`src/dmbs_pkg.sv`:
```
// Shared types, constants and codes of the depth-map sampler.
`default_nettype none
package dmbs_pkg;
	localparam int MaxWidth = 256;
	localparam int MaxHeight = 256;
	localparam int FracBits = 16;
	localparam int CoordFrac = 16;
	localparam int XW = $clog2(MaxWidth);
	localparam int YW = $clog2(MaxHeight);
	localparam int AW = XW + YW;

	localparam logic [1:0] OP_WRITE = 2'd0;
	localparam logic [1:0] OP_DEPTH = 2'd1;
	localparam logic [1:0] OP_GRAD = 2'd2;
	localparam logic [1:0] OP_UNUSED = 2'd3;

	localparam logic REG_WIDTH = 1'b0;
	localparam logic REG_HEIGHT = 1'b1;

	typedef struct packed {
		logic [1:0] operation;
		logic [7:0] pixel_x;
		logic [7:0] pixel_y;
		logic signed [31:0] depth_in;
		logic [16:0] coord_x;
		logic [16:0] coord_y;
	} in_item_t;

	typedef struct packed {
		logic signed [31:0] depth_out;
		logic signed [31:0] grad_x;
		logic signed [31:0] grad_y;
		logic is_gradient;
	} out_item_t;

	// Datapath operations issued by the controller.
	typedef enum logic [2:0] {
		DP_NOP,
		DP_SPLIT,
		DP_READ,
		DP_GRAD,
		DP_BLEND
	} dp_op_t;

	// Command bundle from controller to datapath.
	typedef struct packed {
		dp_op_t op;
		logic [1:0] corner;
		logic [1:0] tap;
		logic [1:0] blend_step;
		logic sel_y;
	} dp_cmd_t;
endpackage
`default_nettype wire

```
`src/dmbs_ctrl.sv`:
```
// Controller: sequences memory reads and blends for one item at a time.
`default_nettype none
module dmbs_ctrl (
	input wire logic clk,
	input wire logic arst_n,
	input wire logic in_fire,
	input wire logic [1:0] in_op,
	input wire logic out_free,
	output dmbs_pkg::dp_cmd_t cmd,
	output logic busy,
	output logic load_out
);
	typedef enum logic [2:0] {
		S_IDLE,
		S_SPLIT,
		S_READ,
		S_WAIT,
		S_BLEND,
		S_DONE
	} state_t;

	state_t state_q;
	logic grad_q;
	logic [1:0] corner_q;
	logic [1:0] tap_q;
	logic [1:0] step_q;
	logic sel_q;

	// Tap count per corner: depth reads one, gradient four.
	always_comb begin
		cmd = '0;
		cmd.corner = corner_q;
		cmd.tap = tap_q;
		cmd.blend_step = step_q;
		cmd.sel_y = sel_q;
		unique case (state_q)
			S_SPLIT: cmd.op = dmbs_pkg::DP_SPLIT;
			S_READ: cmd.op = dmbs_pkg::DP_READ;
			S_WAIT: cmd.op = dmbs_pkg::DP_GRAD;
			S_BLEND: cmd.op = dmbs_pkg::DP_BLEND;
			default: cmd.op = dmbs_pkg::DP_NOP;
		endcase
	end

	assign busy = (state_q != S_IDLE);
	assign load_out = (state_q == S_DONE) && out_free;

	always_ff @(posedge clk or negedge arst_n) begin
		if (!arst_n) begin
			state_q <= S_IDLE;
			grad_q <= 1'b0;
			corner_q <= '0;
			tap_q <= '0;
			step_q <= '0;
			sel_q <= 1'b0;
		end else begin
			unique case (state_q)
				S_IDLE: begin
					if (in_fire && (in_op == dmbs_pkg::OP_DEPTH ||
							in_op == dmbs_pkg::OP_GRAD)) begin
						state_q <= S_SPLIT;
						grad_q <= (in_op == dmbs_pkg::OP_GRAD);
					end
				end
				S_SPLIT: begin
					state_q <= S_READ;
					corner_q <= '0;
					tap_q <= '0;
				end
				S_READ: begin
					// Issue one read per cycle; its data is registered and arrives in the next cycle.
					if (!grad_q || tap_q == 2'd3) begin
						state_q <= S_WAIT;
					end else begin
						tap_q <= tap_q + 2'd1;
					end
				end
				S_WAIT: begin
					tap_q <= '0;
					if (corner_q == 2'd3) begin
						state_q <= S_BLEND;
						step_q <= '0;
						sel_q <= 1'b0;
					end else begin
						corner_q <= corner_q + 2'd1;
						state_q <= S_READ;
					end
				end
				S_BLEND: begin
					// Three blends for x result, three for y result when gradient.
					if (step_q == 2'd2) begin
						step_q <= '0;
						if (grad_q && !sel_q) begin
							sel_q <= 1'b1;
						end else begin
							state_q <= S_DONE;
						end
					end else begin
						step_q <= step_q + 2'd1;
					end
				end
				S_DONE: begin
					if (out_free) state_q <= S_IDLE;
				end
				default: state_q <= S_IDLE;
			endcase
		end
	end
endmodule
`default_nettype wire

```
`config.mk`:
```
export PLATFORM = sky130hd
export DESIGN_NAME = dmbs_ctrl
export DESIGN_NICKNAME = d
export VERILOG_FILES = /design/src/dmbs_pkg.sv /design/src/dmbs_ctrl.sv
export SDC_FILE = /design/constraint.sdc
export NUM_CORES = 1
export LEC_CHECK = 0
export ABC_CLOCK_PERIOD_IN_PS = 2000
export BUFFER_PORTS_ARGS = -buffer_cell sky130_fd_sc_hd__buf_4
export CORE_UTILIZATION = 45
export DETAILED_ROUTE_END_ITERATION = 12
export PLACE_DENSITY_LB_ADDON = 0.25
export SLEW_MARGIN = 20
export SYNTH_ARGS = -nofsm -noshare
export SYNTH_HDL_FRONTEND = slang
export SYNTH_SLANG_ARGS = --single-unit
```
`constraint.sdc`:
```
create_clock -name clk -period 2 [get_ports clk]
set_clock_uncertainty 0.2 [all_clocks]
set_input_delay 0.4 -clock clk [delete_from_list [all_inputs] [get_ports clk]]
set_output_delay 0.4 -clock clk [all_outputs]
set_load 0.02 [all_outputs]
```
# [Yosys cells after proc, flatten, opt, wreduce, memory -nomap -nowiden]
# Index checks and enable logic that the tools add are counted.
[totals] regBits=11
[op_classes] reduce_logical=19 n_eq_ne=19 n_addsub=3 muxes=19
[op_table] cell="$mux 3" count=6
[op_table] cell="$ne 2x2->1 const B" count=9
[op_table] cell="$pmux 3 s6" count=1
[op_table] cell="$pmux 2 s2" count=3
[op_table] cell="$pmux 3 s4" count=1
[op_table] cell="$eq 2x2->1 const B" count=4
[op_table] cell="$mux 2" count=4
[op_table] cell="$reduce_and 2->1" count=4
[op_table] cell="$add 2x1->2 const B" count=3
[op_table] cell="$eq 3x2->1 const B" count=2
[op_table] cell="$eq 3x3->1 const B" count=2
[op_table] cell="$reduce_bool 2->1" count=3
[op_table] cell="$reduce_and 5->1" count=1
[op_table] cell="$reduce_and 4->1" count=1
[op_table] cell="$eq 3x1->1 const B" count=1
[op_table] cell="$logic_and 1x1->1" count=3
[op_table] cell="$logic_not 3->1" count=1
[op_table] cell="$mux 1" count=3
[op_table] cell="$reduce_bool 3->1" count=1
[op_table] cell="$eq 2x1->1 const B" count=1
[op_table] cell="$logic_not 1->1" count=2
[op_table] cell="$logic_or 1x1->1" count=2
[op_table] cell="$pmux 1 s2" count=1
[op_table] cell="$reduce_or 2->1" count=1

# [Longest topological paths before layout]
[depth] depth_word=5 depth_mapped=6 mapped_depth_nobuf=6

# [Least setup slack after synthesis]
# No wires, ideal clock.
[synth_path] path_kind="register -> register" from="register state_q[0]" to="register step_q[0]" synth_period_minus_slack_ns=1.780 arrival_ns=1.459 path_stages_with_launch=6 t_required_ns=1.679 path_slack_ns=0.220 cell_sequence="dfrtp_1 -> buf_2 -> nor3b_1 -> o21ai_0 -> o21ai_0 -> nor2_1"
[synth_between] elab_chain_cells=3 word_cells_on_any_way=6
[synth_rtl] item="from (decl)" line="dmbs_ctrl.sv:22" text="state_t state_q;"
[synth_rtl] item="from (signal assigned)" line="dmbs_ctrl.sv:50" text="state_q <= S_IDLE;"
[synth_rtl] item="from (signal assigned)" line="dmbs_ctrl.sv:61" text="state_q <= S_SPLIT;"
[synth_rtl] item="from (signal assigned)" line="dmbs_ctrl.sv:66" text="state_q <= S_READ;"
[synth_rtl] item="$eq 3x2->1 or $eq 3x3->1 (tied branches)" line="dmbs_ctrl.sv:57" text="unique case (state_q)"
[synth_rtl] item="$ne 2x2->1 (no line) or $reduce_bool 2->1 (tied branches)"
[synth_rtl] item="$reduce_and 2->1 (no line)"
[synth_rtl] item="to (signal assigned)" line="dmbs_ctrl.sv:99" text="step_q <= step_q + 2'd1;"
[synth_rtl] item="to (decl)" line="dmbs_ctrl.sv:26" text="logic [1:0] step_q;"
# Parallel ways exist; a longest one is shown, timed or not.
# A chain may end at the register's enable or synchronous reset.

==> flow_summary.yaml <==
floorplan:
  start_util_pct: 49.6
  die_area_um2: 1630
  io_pins: 18
  core-area_um2: 1330
  dieHeight_um: 40.4
  rows: 13
  die_w_um: 40.4
placed_design:
  port-buffer-count: 17
  dp_cells: 95
  gp_congestion: 0.729
  place_ws_ps: 260
  dp.final_hpwl_um: 961
route:
  ant_nets: 0
  wirelength_um: 1300
  routed_via_density: 5.47
  drc: 0
  num_vias: 547
  drt_iter0_drc: 11
  dr.pass1.iters: 4
  wl_per_cell_um: 13.0
cts:
  cts.sinks: 11
  cts_setup_buffers: 0
  cts_tree: "built"
  cts_made_buffers: 3
  path_clk_slew_ps: 70
  clkLatencyLatePin_ps: 270
  cts_buffer_depth: 2
  htreeDepth: 1
  clock-root-buffer: "clkbuf_4"
critical_path:
  critPathMaxFanout: 11
  start_kind: "flip-flop"
  arrival_ps: 1360
  critPathKind: "reg2out"
  cp.required_ps: 1400
  cp-end-kind: "primary output"
synthesis:
  syn_inst: 67
  synth-seq-cells: 11
  synth_fa_ha_area_share_pct: 5.67
  syn_nets: 76
  synth-simple-area-share_pct: 24.0
  synth_top_area_share_pct: 41.6
  synth_ff_type: "dfrtp_1"
  synthMuxAreaShare_pct: 3.21
  synth_cell_types: 31
  synth_xor_area_share_pct: 1.32
  ys_warn_count: 0
  synth-seq-area-share_pct: 41.6
  yosysTopAreaCell: "dfrtp_1"
  synth_top_family_by_area: "simple AND/OR/NAND/NOR gates"
  synth_area_leaders: "dfrtp_1 (42%), ha_1 (5.7%), nor2_1 (4.0%)"
  yosys-top-cells-count: "dfrtp_1 (11), nor2_1 (7)"
  synth-edff-count: 0
  synth_compound_area_share_pct: 17.2
  netlist_area_um2: 662
  syn_area_per_cell_um2: 9.88
  synth-async-reset-ratio_pct: 100
  yosysMostFrequentCell: "dfrtp_1"
finish:
  fin_cells: 100
  diodes: 0
  area_delta_synth_final_pct: 23.3
  drive_gt1_share_pct: 35.3
  nets: 95
sta:
  worst_pin_slew_ps: 357
  finalSetupViolations: 0
  rsz0062_at_grt: "yes"
  relSlewSlack_pct: 76.1
  period_share_pct: 98.0
  tns_ps: 0
  hold_viol_final: 0
  fin_crit_ps: 1960
  setup_ws_ps: 39.1
  drv_slew: 0
  max_freq_mhz: 510
pwr:
  leakagePower_nw: 0.388
  p_per_area_nw_per_um2: 1260
  ir_drop_v: 0.000905
grt:
  grt_max_degree: 13
  grt_pass1_wl_um: 1990
  grt_pass1_vias: 438
  antenna_found_initial: 0
  grt_overflow: 0
  track_usage_pct: 20.0
worst_hold_path:
  hold_class: "in2reg"
status:
  status: "complete, no violations"
job:
  timing.max_cap.violations: 0
-- path summary, 6_finish.rpt --
| check | startpoint | to | slack, ps | cells past startpoint |
|---|---|---|---|---|
| max in group asynchronous | arst_n | state_q[1] | 1130 | 2 |
| worst min register to register | grad_q | grad_q | 360 | 1 |
| worst max-delay path | state_q[0] | cmd[9] | 40 | 2 |
| min in group asynchronous | arst_n | state_q[0] | 290 | 2 |
| worst max register to register | state_q[2] | grad_q | 360 | 3 |
| worst min-delay path | out_free | state_q[0] | 130 | 2 |
-- routing by layer --
metal	track usage, %	wire length, µm
met1	22.6	594
met2	32.1	628
met3	10.0	74
met4	7.50	5
met5	0	0
-- sequential cells by signal, indices dropped and copies added (netlist names) --
register / count
state_q: 3
corner_q: 2
step_q: 2
tap_q: 2
grad_q: 1
sel_q: 1
-- cell usage in the layout (no fill, tap or decap) --
| cell type | count |
|---|---|
| buf_4 | 17 |
| dfrtp_1 | 9 |
| nor2_1 | 7 |
| nand2b_1 | 4 |
| inv_1 | 4 |
| nand2_1 | 4 |
| o21ai_0 | 4 |
| a21oi_1 | 4 |
| ha_1 | 3 |
| clkbuf_4 | 3 |
| nor3b_1 | 2 |
| a22o_2 | 2 |
| dfrtp_2 | 2 |
| or3_4 | 1 |
| nand2b_4 | 1 |
| and2b_2 | 1 |
| and3_1 | 1 |
| nand3_1 | 1 |
| nor3_2 | 1 |
| xnor2_1 | 1 |
| nor3_1 | 1 |
| a21o_1 | 1 |
| a2bb2oi_1 | 1 |
| or3b_1 | 1 |
| a221oi_2 | 1 |
| o21ai_1 | 1 |
| a32o_1 | 1 |
| mux2_2 | 1 |
| mux2i_1 | 1 |
| a211oi_1 | 1 |
| nand4b_1 | 1 |
| clkbuf_1 | 1 |
| dlygate4sd3_1 | 1 |
-- what timing repair did --
item	CTS	global route
hold endpoints to repair	11	0
setup endpoints to repair	2	1
resized for setup	2	0
hold buffers	1	0
pin swaps	0	0
-- area by class of cell --
| type | count | area, µm² |
|---|---|---|
| Multi-Input combinational cell | 48 | 340 |
| Inverter | 4 | 15.0 |
| Sequential cell | 11 | 278 |
| Timing Repair Buffer | 18 | 138 |
| Fill cell | 110 | 518 |
| Clock buffer | 4 | 26.3 |
| Tap cell | 15 | 18.8 |
-- report_power, final --
part | total (mW) | switching, mW | internal [mW] | leakage, nW
Sequential | 0.393 | 0.106 | 0.287 | 0.141
Clock | 0.150 | 0.0725 | 0.0772 | 0.0150
Combinational | 0.487 | 0.243 | 0.244 | 0.232
-- logic make-up (layout without fill, tap and decap cells) --
family | count (synthesis) | count (layout)
simple gates | 26 | 26
compound gates | 16 | 16
flops | 11 | 11
buf+inv | 8 | 26
fa+ha+maj | 3 | 3
mux | 2 | 2
xor+xnor | 1 | 1
-- through the flow --
step	util [%]	total power, mW	area, µm²	hold slack, ps
floorplan	-	0.747	662	-95.6
global placement	58.3	0.872	777	44.2
detailed placement	58.3	0.882	777	43.9
CTS	61.2	1.05	816	116
global route	61.2	1.11	816	136
finish	61.2	1.03	816	126
-- worst max-delay path, cell delays in order, from the launching register on --
cell,delay (ps)
dfrtp_1,500
nor3b_1,380
buf_4,210
Power figures use the tool's default switching activity.
